`src/rtl/mur_pkg.sv`:
```
// Shared types and constants for the multi-sonar ranging block.
// No dependencies; every module of the block imports this package.
package mur_pkg;

    // Configuration register indexes.
    localparam logic REG_ACTIVE_COUNT    = 1'b0;
    localparam logic REG_SINGLE_PIN_MASK = 1'b1;

    // Input beat modes.
    localparam logic [1:0] MODE_ECHO    = 2'd0;
    localparam logic [1:0] MODE_TRIGGER = 2'd1;
    localparam logic [1:0] MODE_SCAN    = 2'd2;

    // Command opcodes passed from the front end to the execution unit.
    localparam logic [1:0] OP_ECHO = 2'd0;
    localparam logic [1:0] OP_TRIG = 2'd1;
    localparam logic [1:0] OP_SCAN = 2'd2;

    // Result kinds.
    localparam logic KIND_TRIGGER = 1'b0;
    localparam logic KIND_REPORT  = 1'b1;

    // Timing limits in microseconds.
    localparam logic [31:0] SCAN_PERIOD_US = 32'd100000;
    localparam logic [31:0] STALE_LIMIT_US = 32'd1000000;
    localparam logic [31:0] MAX_WIDTH_US   = 32'd30000;
    localparam logic [31:0] NO_DATA        = 32'hFFFF_FFFF;

    // Width to centimeters: multiply by a rounded-up reciprocal of 58 and shift.
    // Exact for every width up to the range limit.
    localparam int          US_PER_CM = 58;
    localparam int          CM_SHIFT  = 21;
    localparam logic [15:0] CM_RECIP  = 16'(((1 << CM_SHIFT) + US_PER_CM - 1) / US_PER_CM);

    // Distance codes.
    localparam logic [15:0] CODE_NO_ECHO    = 16'hFFFC;
    localparam logic [15:0] CODE_OVER_RANGE = 16'hFFFD;
    localparam logic [15:0] CODE_STALE      = 16'hFFFE;

    // Command queue depth.
    localparam int CMD_DEPTH = 2;

    // One queued command.
    typedef struct packed {
        logic [1:0]  op;
        logic [2:0]  sonar;
        logic        rising;
        logic        release_pin;
        logic [31:0] time_us;
        logic [7:0]  echo_levels;
    } t_cmd;

    // One result beat.
    typedef struct packed {
        logic        kind;
        logic [2:0]  sonar;
        logic [15:0] distance_code;
        logic        release_pin;
        logic        last;
    } t_result;

endpackage

```
`src/rtl/mur_in_if.sv`:
```
// Input channel of the ranging block: valid/ready handshake with the event payload.
// No dependencies.
interface mur_in_if;
    logic        valid;
    logic        ready;
    logic [1:0]  mode;
    logic [2:0]  channel;
    logic        rising;
    logic [31:0] time_us;
    logic [7:0]  echo_levels;

    modport source (output valid, mode, channel, rising, time_us, echo_levels,
                    input ready);
    modport sink   (input valid, mode, channel, rising, time_us, echo_levels,
                    output ready);
endinterface

```
`src/rtl/mur_out_if.sv`:
```
// Result channel of the ranging block: valid/ready handshake with the result payload.
// No dependencies.
interface mur_out_if;
    logic        valid;
    logic        ready;
    logic        kind;
    logic [2:0]  sonar;
    logic [15:0] distance_code;
    logic        release_pin;
    logic        last;

    modport source (output valid, kind, sonar, distance_code, release_pin, last,
                    input ready);
    modport sink   (input valid, kind, sonar, distance_code, release_pin, last,
                    output ready);
endinterface

```
`src/rtl/mur_cmd_fifo.sv`:
```
// Short command queue between the front end and the execution unit.
// Depends on mur_pkg for the command type and queue depth.
module mur_cmd_fifo (
    input  logic          i_clk,
    input  logic          i_rst_n,
    input  logic          i_push,
    input  mur_pkg::t_cmd i_cmd,
    output logic          o_full,
    input  logic          i_pop,
    output logic          o_valid,
    output mur_pkg::t_cmd o_cmd
);
    import mur_pkg::*;

    localparam int PTR_W = (CMD_DEPTH > 1) ? $clog2(CMD_DEPTH) : 1;
    localparam int CNT_W = $clog2(CMD_DEPTH + 1);

    t_cmd             r_mem [CMD_DEPTH];
    logic [PTR_W-1:0] r_wr_ptr, n_wr_ptr;
    logic [PTR_W-1:0] r_rd_ptr, n_rd_ptr;
    logic [CNT_W-1:0] r_count, n_count;

    assign o_full  = (r_count == CNT_W'(CMD_DEPTH));
    assign o_valid = (r_count != '0);
    assign o_cmd   = r_mem[r_rd_ptr];

    // Pointer and fill count update; pointers wrap at the queue depth.
    always_comb begin
        n_wr_ptr = r_wr_ptr;
        n_rd_ptr = r_rd_ptr;
        n_count  = r_count;
        if (i_push) begin
            n_wr_ptr = (r_wr_ptr == PTR_W'(CMD_DEPTH - 1)) ? '0 : r_wr_ptr + 1'b1;
        end
        if (i_pop) begin
            n_rd_ptr = (r_rd_ptr == PTR_W'(CMD_DEPTH - 1)) ? '0 : r_rd_ptr + 1'b1;
        end
        if (i_push && !i_pop) begin
            n_count = r_count + 1'b1;
        end else if (!i_push && i_pop) begin
            n_count = r_count - 1'b1;
        end
    end

    always_ff @(posedge i_clk) begin
        if (!i_rst_n) begin
            r_wr_ptr <= '0;
            r_rd_ptr <= '0;
            r_count  <= '0;
        end else begin
            r_wr_ptr <= n_wr_ptr;
            r_rd_ptr <= n_rd_ptr;
            r_count  <= n_count;
        end
    end

    // Queue storage needs no reset.
    always_ff @(posedge i_clk) begin
        if (i_push) begin
            r_mem[r_wr_ptr] <= i_cmd;
        end
    end

    // The front end only pushes when there is room, the back end only pops what is there.
    a_no_overflow: assert property (@(posedge i_clk) disable iff (!i_rst_n)
        i_push |-> (!o_full || i_pop))
        else $error("command pushed into a full queue");
    a_no_underflow: assert property (@(posedge i_clk) disable iff (!i_rst_n)
        i_pop |-> o_valid)
        else $error("command popped from an empty queue");

endmodule

```
`src/rtl/mur_front.sv`:
```
// Front end: accepts input beats, owns the trigger rotation and scan pacing,
// and turns each beat into a command or drops it. Depends on mur_pkg and mur_in_if.
module mur_front (
    input  logic          i_clk,
    input  logic          i_rst_n,
    mur_in_if.sink        i_in,
    input  logic [3:0]    i_live_count,
    input  logic [7:0]    i_single_pin_mask,
    input  logic          i_full,
    output logic          o_push,
    output mur_pkg::t_cmd o_cmd
);
    import mur_pkg::*;

    logic [2:0]  r_next_trigger, n_next_trigger;
    logic [31:0] r_scan_mark, n_scan_mark;
    logic        accept;
    logic [2:0]  trig_sonar;
    logic [3:0]  trig_after;
    logic [31:0] scan_elapsed;

    assign i_in.ready = !i_full;
    assign accept     = i_in.valid && !i_full;

    // Trigger rotation: fall back to sonar 0 when the count was lowered.
    assign trig_sonar   = ({1'b0, r_next_trigger} >= i_live_count) ? 3'd0 : r_next_trigger;
    assign trig_after   = {1'b0, trig_sonar} + 4'd1;
    assign scan_elapsed = i_in.time_us - r_scan_mark;

    // Classify the beat and build the command.
    always_comb begin
        n_next_trigger    = r_next_trigger;
        n_scan_mark       = r_scan_mark;
        o_push            = 1'b0;
        o_cmd.op          = OP_ECHO;
        o_cmd.sonar       = i_in.channel;
        o_cmd.rising      = i_in.rising;
        o_cmd.release_pin = 1'b0;
        o_cmd.time_us     = i_in.time_us;
        o_cmd.echo_levels = i_in.echo_levels;
        if (accept) begin
            unique case (i_in.mode)
                MODE_ECHO: begin
                    o_push = ({1'b0, i_in.channel} < i_live_count);
                end
                MODE_TRIGGER: begin
                    if (i_live_count != 4'd0) begin
                        o_push            = 1'b1;
                        o_cmd.op          = OP_TRIG;
                        o_cmd.sonar       = trig_sonar;
                        o_cmd.release_pin = i_single_pin_mask[trig_sonar];
                        n_next_trigger    = (trig_after >= i_live_count) ? 3'd0 : trig_after[2:0];
                    end
                end
                MODE_SCAN: begin
                    if (scan_elapsed >= SCAN_PERIOD_US) begin
                        n_scan_mark = r_scan_mark + SCAN_PERIOD_US;
                        o_push      = (i_live_count != 4'd0);
                        o_cmd.op    = OP_SCAN;
                    end
                end
                default: begin
                    // Unused mode: dropped without effect.
                end
            endcase
        end
    end

    always_ff @(posedge i_clk) begin
        if (!i_rst_n) begin
            r_next_trigger <= '0;
            r_scan_mark    <= '0;
        end else begin
            r_next_trigger <= n_next_trigger;
            r_scan_mark    <= n_scan_mark;
        end
    end

    // A trigger command always names an active sonar.
    a_trig_active: assert property (@(posedge i_clk) disable iff (!i_rst_n)
        (o_push && o_cmd.op == OP_TRIG) |-> ({1'b0, o_cmd.sonar} < i_live_count))
        else $error("trigger issued for an inactive sonar");

endmodule

```
`src/rtl/mur_back.sv`:
```
// Execution unit: holds the per-sonar timing state, applies echo edges, emits trigger
// requests, walks a scan one sonar per cycle bar output stalls. Uses mur_pkg, mur_out_if.
module mur_back #(
    parameter int LANES = 8
) (
    input  logic          i_clk,
    input  logic          i_rst_n,
    input  logic [3:0]    i_live_count,
    input  logic          i_cmd_valid,
    input  mur_pkg::t_cmd i_cmd,
    output logic          o_pop,
    mur_out_if.source     o_out
);
    import mur_pkg::*;

    localparam int IDX_W = (LANES > 1) ? $clog2(LANES) : 1;

    localparam logic [1:0] ST_IDLE  = 2'd0;
    localparam logic [1:0] ST_SCAN  = 2'd1;
    localparam logic [1:0] ST_FLUSH = 2'd2;

    // Per-sonar state.
    logic [31:0] r_rise_times   [LANES];
    logic [31:0] r_pulse_widths [LANES];
    logic [15:0] r_last_codes   [LANES];

    logic [1:0]       r_state, n_state;
    logic [IDX_W-1:0] r_idx, n_idx;
    logic [31:0]      r_scan_time, n_scan_time;
    logic [7:0]       r_levels, n_levels;
    logic             r_pend_valid, n_pend_valid;
    t_result          r_pend, n_pend;
    logic             r_out_valid, n_out_valid;
    t_result          r_out, n_out;

    logic [IDX_W-1:0] addr;
    logic [31:0]      rd_rise, rd_width;
    logic [15:0]      rd_code;
    logic             can_move;
    logic             wr_rise, wr_width, wr_code;
    logic [31:0]      wr_width_val;

    logic [31:0] elapsed;
    logic [30:0] cm_prod;
    logic [15:0] scan_code;
    logic        skip, report, step_ok, last_idx;

    // One shared read address: the scan index during a scan, else the command's sonar.
    assign addr     = (r_state == ST_SCAN) ? r_idx : i_cmd.sonar[IDX_W-1:0];
    assign rd_rise  = r_rise_times[addr];
    assign rd_width = r_pulse_widths[addr];
    assign rd_code  = r_last_codes[addr];
    assign can_move = !r_out_valid || o_out.ready;

    // Classification of the sonar under the scan index.
    assign elapsed = r_scan_time - rd_rise;
    assign cm_prod = 31'(rd_width[14:0]) * 31'(CM_RECIP);
    always_comb begin
        if (rd_width == NO_DATA) begin
            scan_code = CODE_NO_ECHO;
        end else if (elapsed > STALE_LIMIT_US) begin
            scan_code = CODE_STALE;
        end else if (rd_width > MAX_WIDTH_US) begin
            scan_code = CODE_OVER_RANGE;
        end else begin
            scan_code = 16'(cm_prod[30:CM_SHIFT]);
        end
    end
    assign skip     = (rd_width == NO_DATA) && r_levels[3'(r_idx)];
    assign report   = !skip && (scan_code != rd_code);
    assign step_ok  = !(report && r_pend_valid && !can_move);
    assign last_idx = (4'(r_idx) == i_live_count - 4'd1);

    // Control sequencer. A found report waits in a pending slot so that the last
    // beat of a scan can be flagged once the walk has ended.
    always_comb begin
        n_state      = r_state;
        n_idx        = r_idx;
        n_scan_time  = r_scan_time;
        n_levels     = r_levels;
        n_pend_valid = r_pend_valid;
        n_pend       = r_pend;
        n_out_valid  = r_out_valid && !o_out.ready;
        n_out        = r_out;
        o_pop        = 1'b0;
        wr_rise      = 1'b0;
        wr_width     = 1'b0;
        wr_width_val = i_cmd.time_us - rd_rise;
        wr_code      = 1'b0;
        unique case (r_state)
            ST_IDLE: begin
                if (i_cmd_valid) begin
                    unique case (i_cmd.op)
                        OP_ECHO: begin
                            o_pop    = 1'b1;
                            wr_rise  = i_cmd.rising;
                            wr_width = !i_cmd.rising;
                        end
                        OP_TRIG: begin
                            if (can_move) begin
                                o_pop               = 1'b1;
                                n_out_valid         = 1'b1;
                                n_out.kind          = KIND_TRIGGER;
                                n_out.sonar         = i_cmd.sonar;
                                n_out.distance_code = 16'd0;
                                n_out.release_pin   = i_cmd.release_pin;
                                n_out.last          = 1'b1;
                            end
                        end
                        OP_SCAN: begin
                            o_pop       = 1'b1;
                            n_state     = ST_SCAN;
                            n_idx       = '0;
                            n_scan_time = i_cmd.time_us;
                            n_levels    = i_cmd.echo_levels;
                        end
                        default: begin
                            o_pop = 1'b1;
                        end
                    endcase
                end
            end
            ST_SCAN: begin
                if (step_ok) begin
                    if (report) begin
                        wr_code      = 1'b1;
                        wr_width     = 1'b1;
                        wr_width_val = NO_DATA;
                        if (r_pend_valid) begin
                            n_out_valid = 1'b1;
                            n_out       = r_pend;
                        end
                        n_pend_valid         = 1'b1;
                        n_pend.kind          = KIND_REPORT;
                        n_pend.sonar         = 3'(r_idx);
                        n_pend.distance_code = scan_code;
                        n_pend.release_pin   = 1'b0;
                        n_pend.last          = 1'b0;
                    end
                    if (last_idx) begin
                        n_state = ST_FLUSH;
                    end else begin
                        n_idx = r_idx + 1'b1;
                    end
                end
            end
            ST_FLUSH: begin
                if (!r_pend_valid) begin
                    n_state = ST_IDLE;
                end else if (can_move) begin
                    n_out_valid  = 1'b1;
                    n_out        = r_pend;
                    n_out.last   = 1'b1;
                    n_pend_valid = 1'b0;
                    n_state      = ST_IDLE;
                end
            end
            default: begin
                n_state = ST_IDLE;
            end
        endcase
    end

    always_ff @(posedge i_clk) begin
        if (!i_rst_n) begin
            r_state      <= ST_IDLE;
            r_pend_valid <= 1'b0;
            r_out_valid  <= 1'b0;
        end else begin
            r_state      <= n_state;
            r_pend_valid <= n_pend_valid;
            r_out_valid  <= n_out_valid;
        end
    end

    // Payload registers.
    always_ff @(posedge i_clk) begin
        r_idx       <= n_idx;
        r_scan_time <= n_scan_time;
        r_levels    <= n_levels;
        r_pend      <= n_pend;
        r_out       <= n_out;
    end

    // Per-sonar state clears to zero on reset.
    always_ff @(posedge i_clk) begin
        if (!i_rst_n) begin
            for (int i = 0; i < LANES; i++) begin
                r_rise_times[i]   <= '0;
                r_pulse_widths[i] <= '0;
                r_last_codes[i]   <= '0;
            end
        end else begin
            if (wr_rise) begin
                r_rise_times[addr] <= i_cmd.time_us;
            end
            if (wr_width) begin
                r_pulse_widths[addr] <= wr_width_val;
            end
            if (wr_code) begin
                r_last_codes[addr] <= scan_code;
            end
        end
    end

    assign o_out.valid         = r_out_valid;
    assign o_out.kind          = r_out.kind;
    assign o_out.sonar         = r_out.sonar;
    assign o_out.distance_code = r_out.distance_code;
    assign o_out.release_pin   = r_out.release_pin;
    assign o_out.last          = r_out.last;

    // A pending report never outlives its scan.
    a_pend_in_scan: assert property (@(posedge i_clk) disable iff (!i_rst_n)
        (r_state == ST_IDLE) |-> !r_pend_valid)
        else $error("pending report left behind after a scan");
    // The scan index stays within the active sonars.
    a_idx_range: assert property (@(posedge i_clk) disable iff (!i_rst_n)
        (r_state == ST_SCAN) |-> (4'(r_idx) < i_live_count))
        else $error("scan index beyond the active count");
    // Trigger requests carry no distance and are always the final beat.
    a_trig_shape: assert property (@(posedge i_clk) disable iff (!i_rst_n)
        (r_out_valid && r_out.kind == KIND_TRIGGER) |->
            (r_out.distance_code == 16'd0 && r_out.last))
        else $error("malformed trigger request");
    // Distance reports never ask for a pin release.
    a_report_shape: assert property (@(posedge i_clk) disable iff (!i_rst_n)
        (r_out_valid && r_out.kind == KIND_REPORT) |-> !r_out.release_pin)
        else $error("distance report with pin release set");

endmodule

```
`src/rtl/multi_ultrasonic_ranger.sv`:
```
// Echo timing and distance reporting for up to eight ultrasonic rangers. Each
// input beat is an echo edge, a trigger tick or a scan tick; the front end takes
// one beat per cycle while its two-entry command queue has room. In the back
// end an echo edge updates its sonar's timing state, a trigger tick waits for
// the output register, and a scan starts, walks the active sonars (up to eight)
// and flushes its final report; the walk can stall while the result side holds
// off. Configuration writes are taken at any time but must only change while
// the block is idle. There is no clearing pass after reset. Depends on mur_pkg,
// mur_in_if, mur_out_if and the mur_* modules.
module multi_ultrasonic_ranger #(
    parameter int NUM_SONARS = 8
) (
    input  logic       i_clk,
    input  logic       i_rst_n,
    mur_in_if.sink     i_in,
    mur_out_if.source  o_out,
    input  logic       i_cfg_we,
    input  logic       i_cfg_index,
    input  logic [7:0] i_cfg_data
);
    import mur_pkg::*;

    localparam int LANES = (NUM_SONARS < 8) ? NUM_SONARS : 8;

    logic [3:0] r_active_count;
    logic [7:0] r_single_pin_mask;
    logic [3:0] live_count;
    logic       push, full, pop, cmd_valid;
    t_cmd       push_cmd, head_cmd;

    // Configuration register writes.
    always_ff @(posedge i_clk) begin
        if (!i_rst_n) begin
            r_active_count    <= '0;
            r_single_pin_mask <= '0;
        end else if (i_cfg_we) begin
            unique case (i_cfg_index)
                REG_ACTIVE_COUNT:    r_active_count    <= i_cfg_data[3:0];
                REG_SINGLE_PIN_MASK: r_single_pin_mask <= i_cfg_data;
                default: ;
            endcase
        end
    end

    // Active count capped at the number of built sonars.
    assign live_count = (r_active_count > 4'(LANES)) ? 4'(LANES) : r_active_count;

    mur_front u_front (
        .i_clk             (i_clk),
        .i_rst_n           (i_rst_n),
        .i_in              (i_in),
        .i_live_count      (live_count),
        .i_single_pin_mask (r_single_pin_mask),
        .i_full            (full),
        .o_push            (push),
        .o_cmd             (push_cmd)
    );

    mur_cmd_fifo u_fifo (
        .i_clk   (i_clk),
        .i_rst_n (i_rst_n),
        .i_push  (push),
        .i_cmd   (push_cmd),
        .o_full  (full),
        .i_pop   (pop),
        .o_valid (cmd_valid),
        .o_cmd   (head_cmd)
    );

    mur_back #(
        .LANES (LANES)
    ) u_back (
        .i_clk        (i_clk),
        .i_rst_n      (i_rst_n),
        .i_live_count (live_count),
        .i_cmd_valid  (cmd_valid),
        .i_cmd        (head_cmd),
        .o_pop        (pop),
        .o_out        (o_out)
    );

endmodule
```
`src/flat_wrapper.sv`:
```
// flat-port wrapper written by rule: the top's interface ports become plain ports
module multi_ultrasonic_ranger_flat import mur_pkg::*;
#(
    parameter int NUM_SONARS = 8
)
  (i_clk, i_rst_n, i_cfg_we, i_cfg_index, i_cfg_data, i_in_valid, i_in_mode, i_in_channel, i_in_rising, i_in_time_us, i_in_echo_levels, i_in_ready, o_out_valid, o_out_kind, o_out_sonar, o_out_distance_code, o_out_release_pin, o_out_last, o_out_ready);
  mur_in_if i_in_i ();
  mur_out_if o_out_i ();
  input  logic i_clk;
  input  logic i_rst_n;
  input  logic i_cfg_we;
  input  logic i_cfg_index;
  input  logic [7:0] i_cfg_data;
  input wire logic [$bits(i_in_i.valid)-1:0] i_in_valid;
  input wire logic [$bits(i_in_i.mode)-1:0] i_in_mode;
  input wire logic [$bits(i_in_i.channel)-1:0] i_in_channel;
  input wire logic [$bits(i_in_i.rising)-1:0] i_in_rising;
  input wire logic [$bits(i_in_i.time_us)-1:0] i_in_time_us;
  input wire logic [$bits(i_in_i.echo_levels)-1:0] i_in_echo_levels;
  output wire logic [$bits(i_in_i.ready)-1:0] i_in_ready;
  output wire logic [$bits(o_out_i.valid)-1:0] o_out_valid;
  output wire logic [$bits(o_out_i.kind)-1:0] o_out_kind;
  output wire logic [$bits(o_out_i.sonar)-1:0] o_out_sonar;
  output wire logic [$bits(o_out_i.distance_code)-1:0] o_out_distance_code;
  output wire logic [$bits(o_out_i.release_pin)-1:0] o_out_release_pin;
  output wire logic [$bits(o_out_i.last)-1:0] o_out_last;
  input wire logic [$bits(o_out_i.ready)-1:0] o_out_ready;
  assign i_in_i.valid = i_in_valid;
  assign i_in_i.mode = i_in_mode;
  assign i_in_i.channel = i_in_channel;
  assign i_in_i.rising = i_in_rising;
  assign i_in_i.time_us = i_in_time_us;
  assign i_in_i.echo_levels = i_in_echo_levels;
  assign i_in_ready = i_in_i.ready;
  assign o_out_valid = o_out_i.valid;
  assign o_out_kind = o_out_i.kind;
  assign o_out_sonar = o_out_i.sonar;
  assign o_out_distance_code = o_out_i.distance_code;
  assign o_out_release_pin = o_out_i.release_pin;
  assign o_out_last = o_out_i.last;
  assign o_out_i.ready = o_out_ready;
  multi_ultrasonic_ranger #(.NUM_SONARS(NUM_SONARS)) u_core (.i_clk(i_clk), .i_rst_n(i_rst_n), .i_in(i_in_i), .o_out(o_out_i), .i_cfg_we(i_cfg_we), .i_cfg_index(i_cfg_index), .i_cfg_data(i_cfg_data));
endmodule
```
`config.mk`:
```
export PLATFORM = sky130hd
export DESIGN_NAME = multi_ultrasonic_ranger_flat
export DESIGN_NICKNAME = d
export VERILOG_FILES = /design/src/rtl/mur_pkg.sv /design/src/rtl/mur_in_if.sv /design/src/rtl/mur_out_if.sv /design/src/rtl/mur_cmd_fifo.sv /design/src/rtl/mur_front.sv /design/src/rtl/mur_back.sv /design/src/rtl/multi_ultrasonic_ranger.sv /design/src/flat_wrapper.sv
export SDC_FILE = /design/constraint.sdc
export NUM_CORES = 2
export LEC_CHECK = 0
export BUFFER_PORTS_ARGS = -buffer_cell sky130_fd_sc_hd__buf_4
export CAP_MARGIN = 20
export CORE_MARGIN = 4
export CORE_UTILIZATION = 25
export DETAILED_ROUTE_END_ITERATION = 10
export PLACE_DENSITY_LB_ADDON = 0.12
export REMOVE_ABC_BUFFERS = 1
export SYNTH_ARGS = -nofsm -noshare
export SYNTH_HDL_FRONTEND = slang
export SYNTH_SLANG_ARGS = --single-unit
```
`constraint.sdc`:
```
create_clock -name i_clk -period 12.5 [get_ports i_clk]
set_input_delay 1.875 -clock i_clk [delete_from_list [all_inputs] [get_ports i_clk]]
set_output_delay 1.875 -clock i_clk [all_outputs]
set_load 0.005 [all_outputs]
```
==> impl_metrics.tcl <==
set metrics [dict create \
    crit_type "reg2reg" \
    antenna_found_initial 1 \
    ant_nets 0 \
    whs_ps 456 \
    io_pins 84 \
    clk_latency_ps 710 \
    cts_buffers 98 \
    ys_top_cells_by_area "edfxtp_1 (52%), ha_1 (6.3%), a21oi_1 (4.7%), nor2_1 (3.5%), fa_1 (2.9%)" \
    endpoint_kind "register" \
    final_nets 4401 \
    cts_sinks 819 \
    cp_max_fo 59 \
    path_common_cell "fa_1" \
    place_congestion 0.829 \
    cts_tree "yes" \
    postCtsHoldBufs 0 \
    first_pass_iters 6 \
    r2r-end "u_core.u_back.r_last_codes[6][2]" \
    setup_viol 0 \
    clock-skew-final_ps 34.2 \
    avgSynthCellArea_um2 11.3 \
    cts-resized-gates 0 \
    cts-htree-levels 3 \
    max_stage_delay_ps 610 \
    dieArea_mm2 0.185 \
    drc 0 \
    port_buffers 83 \
    synth_top_area_cell "edfxtp_1" \
    grt_first_pass_wirelength_um 233000 \
    crit_buf_inv 8 \
    synthTopCellsByCount "edfxtp_1 (768), a21oi_1 (417), nor2_1 (416)" \
    grtUsageTotal 0.170 \
    ys_types 98 \
    reg2reg_slack_ps 1130 \
    crit_family "adder cells" \
    vias_per_cell 4.97 \
    start_kind "register" \
    path_clk_slew_ps 60 \
    die_w_um 430 \
    grt_max_degree 148 \
    grt_pass1_vias 32607 \
    layout-drive-gt1-share 0.124 \
    post_cts_buffers 0 \
    cts_root_buf "clkbuf_16" \
    core_area_mm2 0.177 \
    fin_crit_sh 0.910 \
    hp-start "u_core.r_single_pin_mask[2]" \
    cpMaxStageDelayCell "nor2_2" \
    arrival_ps 11780 \
    ys_ff_latch 819 \
    cap_viol_max_count 0 \
    min_to "u_core.r_single_pin_mask[2]" \
    yosysMostFrequentCell "edfxtp_1" \
    std_cell_rows 154 \
    layout.cells.non_filler 6476 \
    r2r-start "u_core.u_back.r_state[1]" \
    grt-ovfl-total 0 \
    rsz0062_at_grt "no" \
    initial_utilization 0.252 \
    place_hpwl_um 107000 \
    postSynthCellCount 3962 \
    reg2reg_depth 36 \
    wl_um 161000 \
    hold_viol 0 \
    wl_per_cell_um 24.8 \
    synthToLayoutAreaGrowth_pct 15.9 \
    dpl.cell_count 6287 \
    ys.flop_type "edfxtp_1" \
    timing.final.max_slew_violations 0 \
    cts_max_path_buffers 3 \
    synth_top_area_frac 0.517 \
    async_reset_ff_frac 0 \
    syn-cell-area_mm2 0.0446 \
    tns_ps 0 \
    status "complete, no violations" \
    whs_path_depth 2 \
    die_h_um 430 \
    yosys_warnings 0 \
    seq_area_frac_synth 0.540 \
    hp-class "reg2reg" \
    synth-edff-count 768 \
    slew_headroom 0.255 \
    drt-initial-drc-count 2364 \
    fin_crit_ps 11370 \
    via_count 32212 \
    tightest_slew_ps 1110 \
    max_freq_mhz 87.9 \
    cp.required_ps 12910 \
]
metal layers:
metal,GRT usage,part of all wire,vias up
met5,0,0,-
met4,0.0570,0.032,0
met3,0.0235,0.041,210
met2,0.288,0.48,731
met1,0.222,0.45,16287
li1,-,-,14984
layout make-up:
type,instances,area (µm²)
Antenna cell,1,2.50
Clock buffer,137,2700
Clock inverter,45,400
Fill cell,18242,125000
Inverter,224,841
Multi-Input combinational cell,2679,18900
Sequential cell,819,24100
Tap cell,2340,2930
Timing Repair Buffer,231,1890
tightest hold or removal path: stages, from the launching register on:
cell and delay (ps):
dfxtp_1 310, nand2_1 50, a21oi_1 50
state kept, by name (all words and copies together) (netlist names), 2 cells and up, named ones only:
signal and count:
u_core.u_fifo.r_count 2, u_core.u_front.r_scan_mark 27, u_core.u_back.r_levels 8, u_core.u_back.r_pend 14, u_core.u_back.r_pulse_widths 256, u_core.u_back.r_rise_times 256, u_core.u_front.r_next_trigger 3, u_core.u_back.r_state 2
u_core.u_back.r_idx 3, u_core.u_back.r_scan_time 32, u_core.u_fifo.r_mem 94, u_core.u_back.o_out.sonar 3, u_core.r_active_count 4, u_core.r_single_pin_mask 8, u_core.u_back.o_out.distance_code 11, u_core.u_back.r_last_codes 88
per-stage QoR:
step,setup slack [ps],utilization,area (µm²)
finish,1130,0.293,51700
CTS,1050,0.292,51600
detailed placement,1070,0.275,48500
global placement,1130,0.275,48500
global route,434,0.293,51700
floorplan,-12310,-,43500
how the worst max path moves through the flow:
| stage | startpoint | to | slack, ps | cells after the start |
|---|---|---|---|---|
| floorplan | register | u_core.u_back.r_pulse_widths[2][0] | -12310 | 27 |
| global placement | u_core.u_back.r_state[1] | u_core.u_back.r_last_codes[6][4] | 1130 | 38 |
| detailed placement | u_core.u_back.r_state[1] | u_core.u_back.r_last_codes[5][3] | 1070 | 38 |
| CTS | u_core.u_back.r_state[1] | u_core.u_back.r_last_codes[5][3] | 1050 | 38 |
| global route | u_core.u_back.r_state[1] | u_core.u_back.r_last_codes[6][6] | 430 | 38 |
| finish | u_core.u_back.r_state[1] | u_core.u_back.r_last_codes[6][2] | 1130 | 36 |
layout by cell type (no fill, tap or decap), types with 43 or more instances in the layout:
cell / n
nand2_1: 249
dfxtp_1: 50
nor2_1: 407
buf_4: 218
a21oi_1: 417
edfxtp_1: 768
nand3_1: 61
ha_1: 224
nor3_1: 87
clkbuf_16: 98
inv_1: 220
a22oi_1: 106
a21o_1: 45
xnor2_1: 45
o22ai_1: 43
fa_1: 64
mux2i_1: 87
o21ai_0: 108
xor2_1: 48
cells by family after synthesis:
| family | share of synthesized area |
|---|---|
| mux | 0.0320 |
| compound gates | 0.151 |
| fa+ha+maj | 0.0916 |
| simple gates | 0.123 |
| flops | 0.540 |
| xor+xnor | 0.0183 |
| buf+inv | 0.0445 |
Power is not shown: default switching activity piles up to over one toggle a cycle in this logic, so the estimate is an artifact.
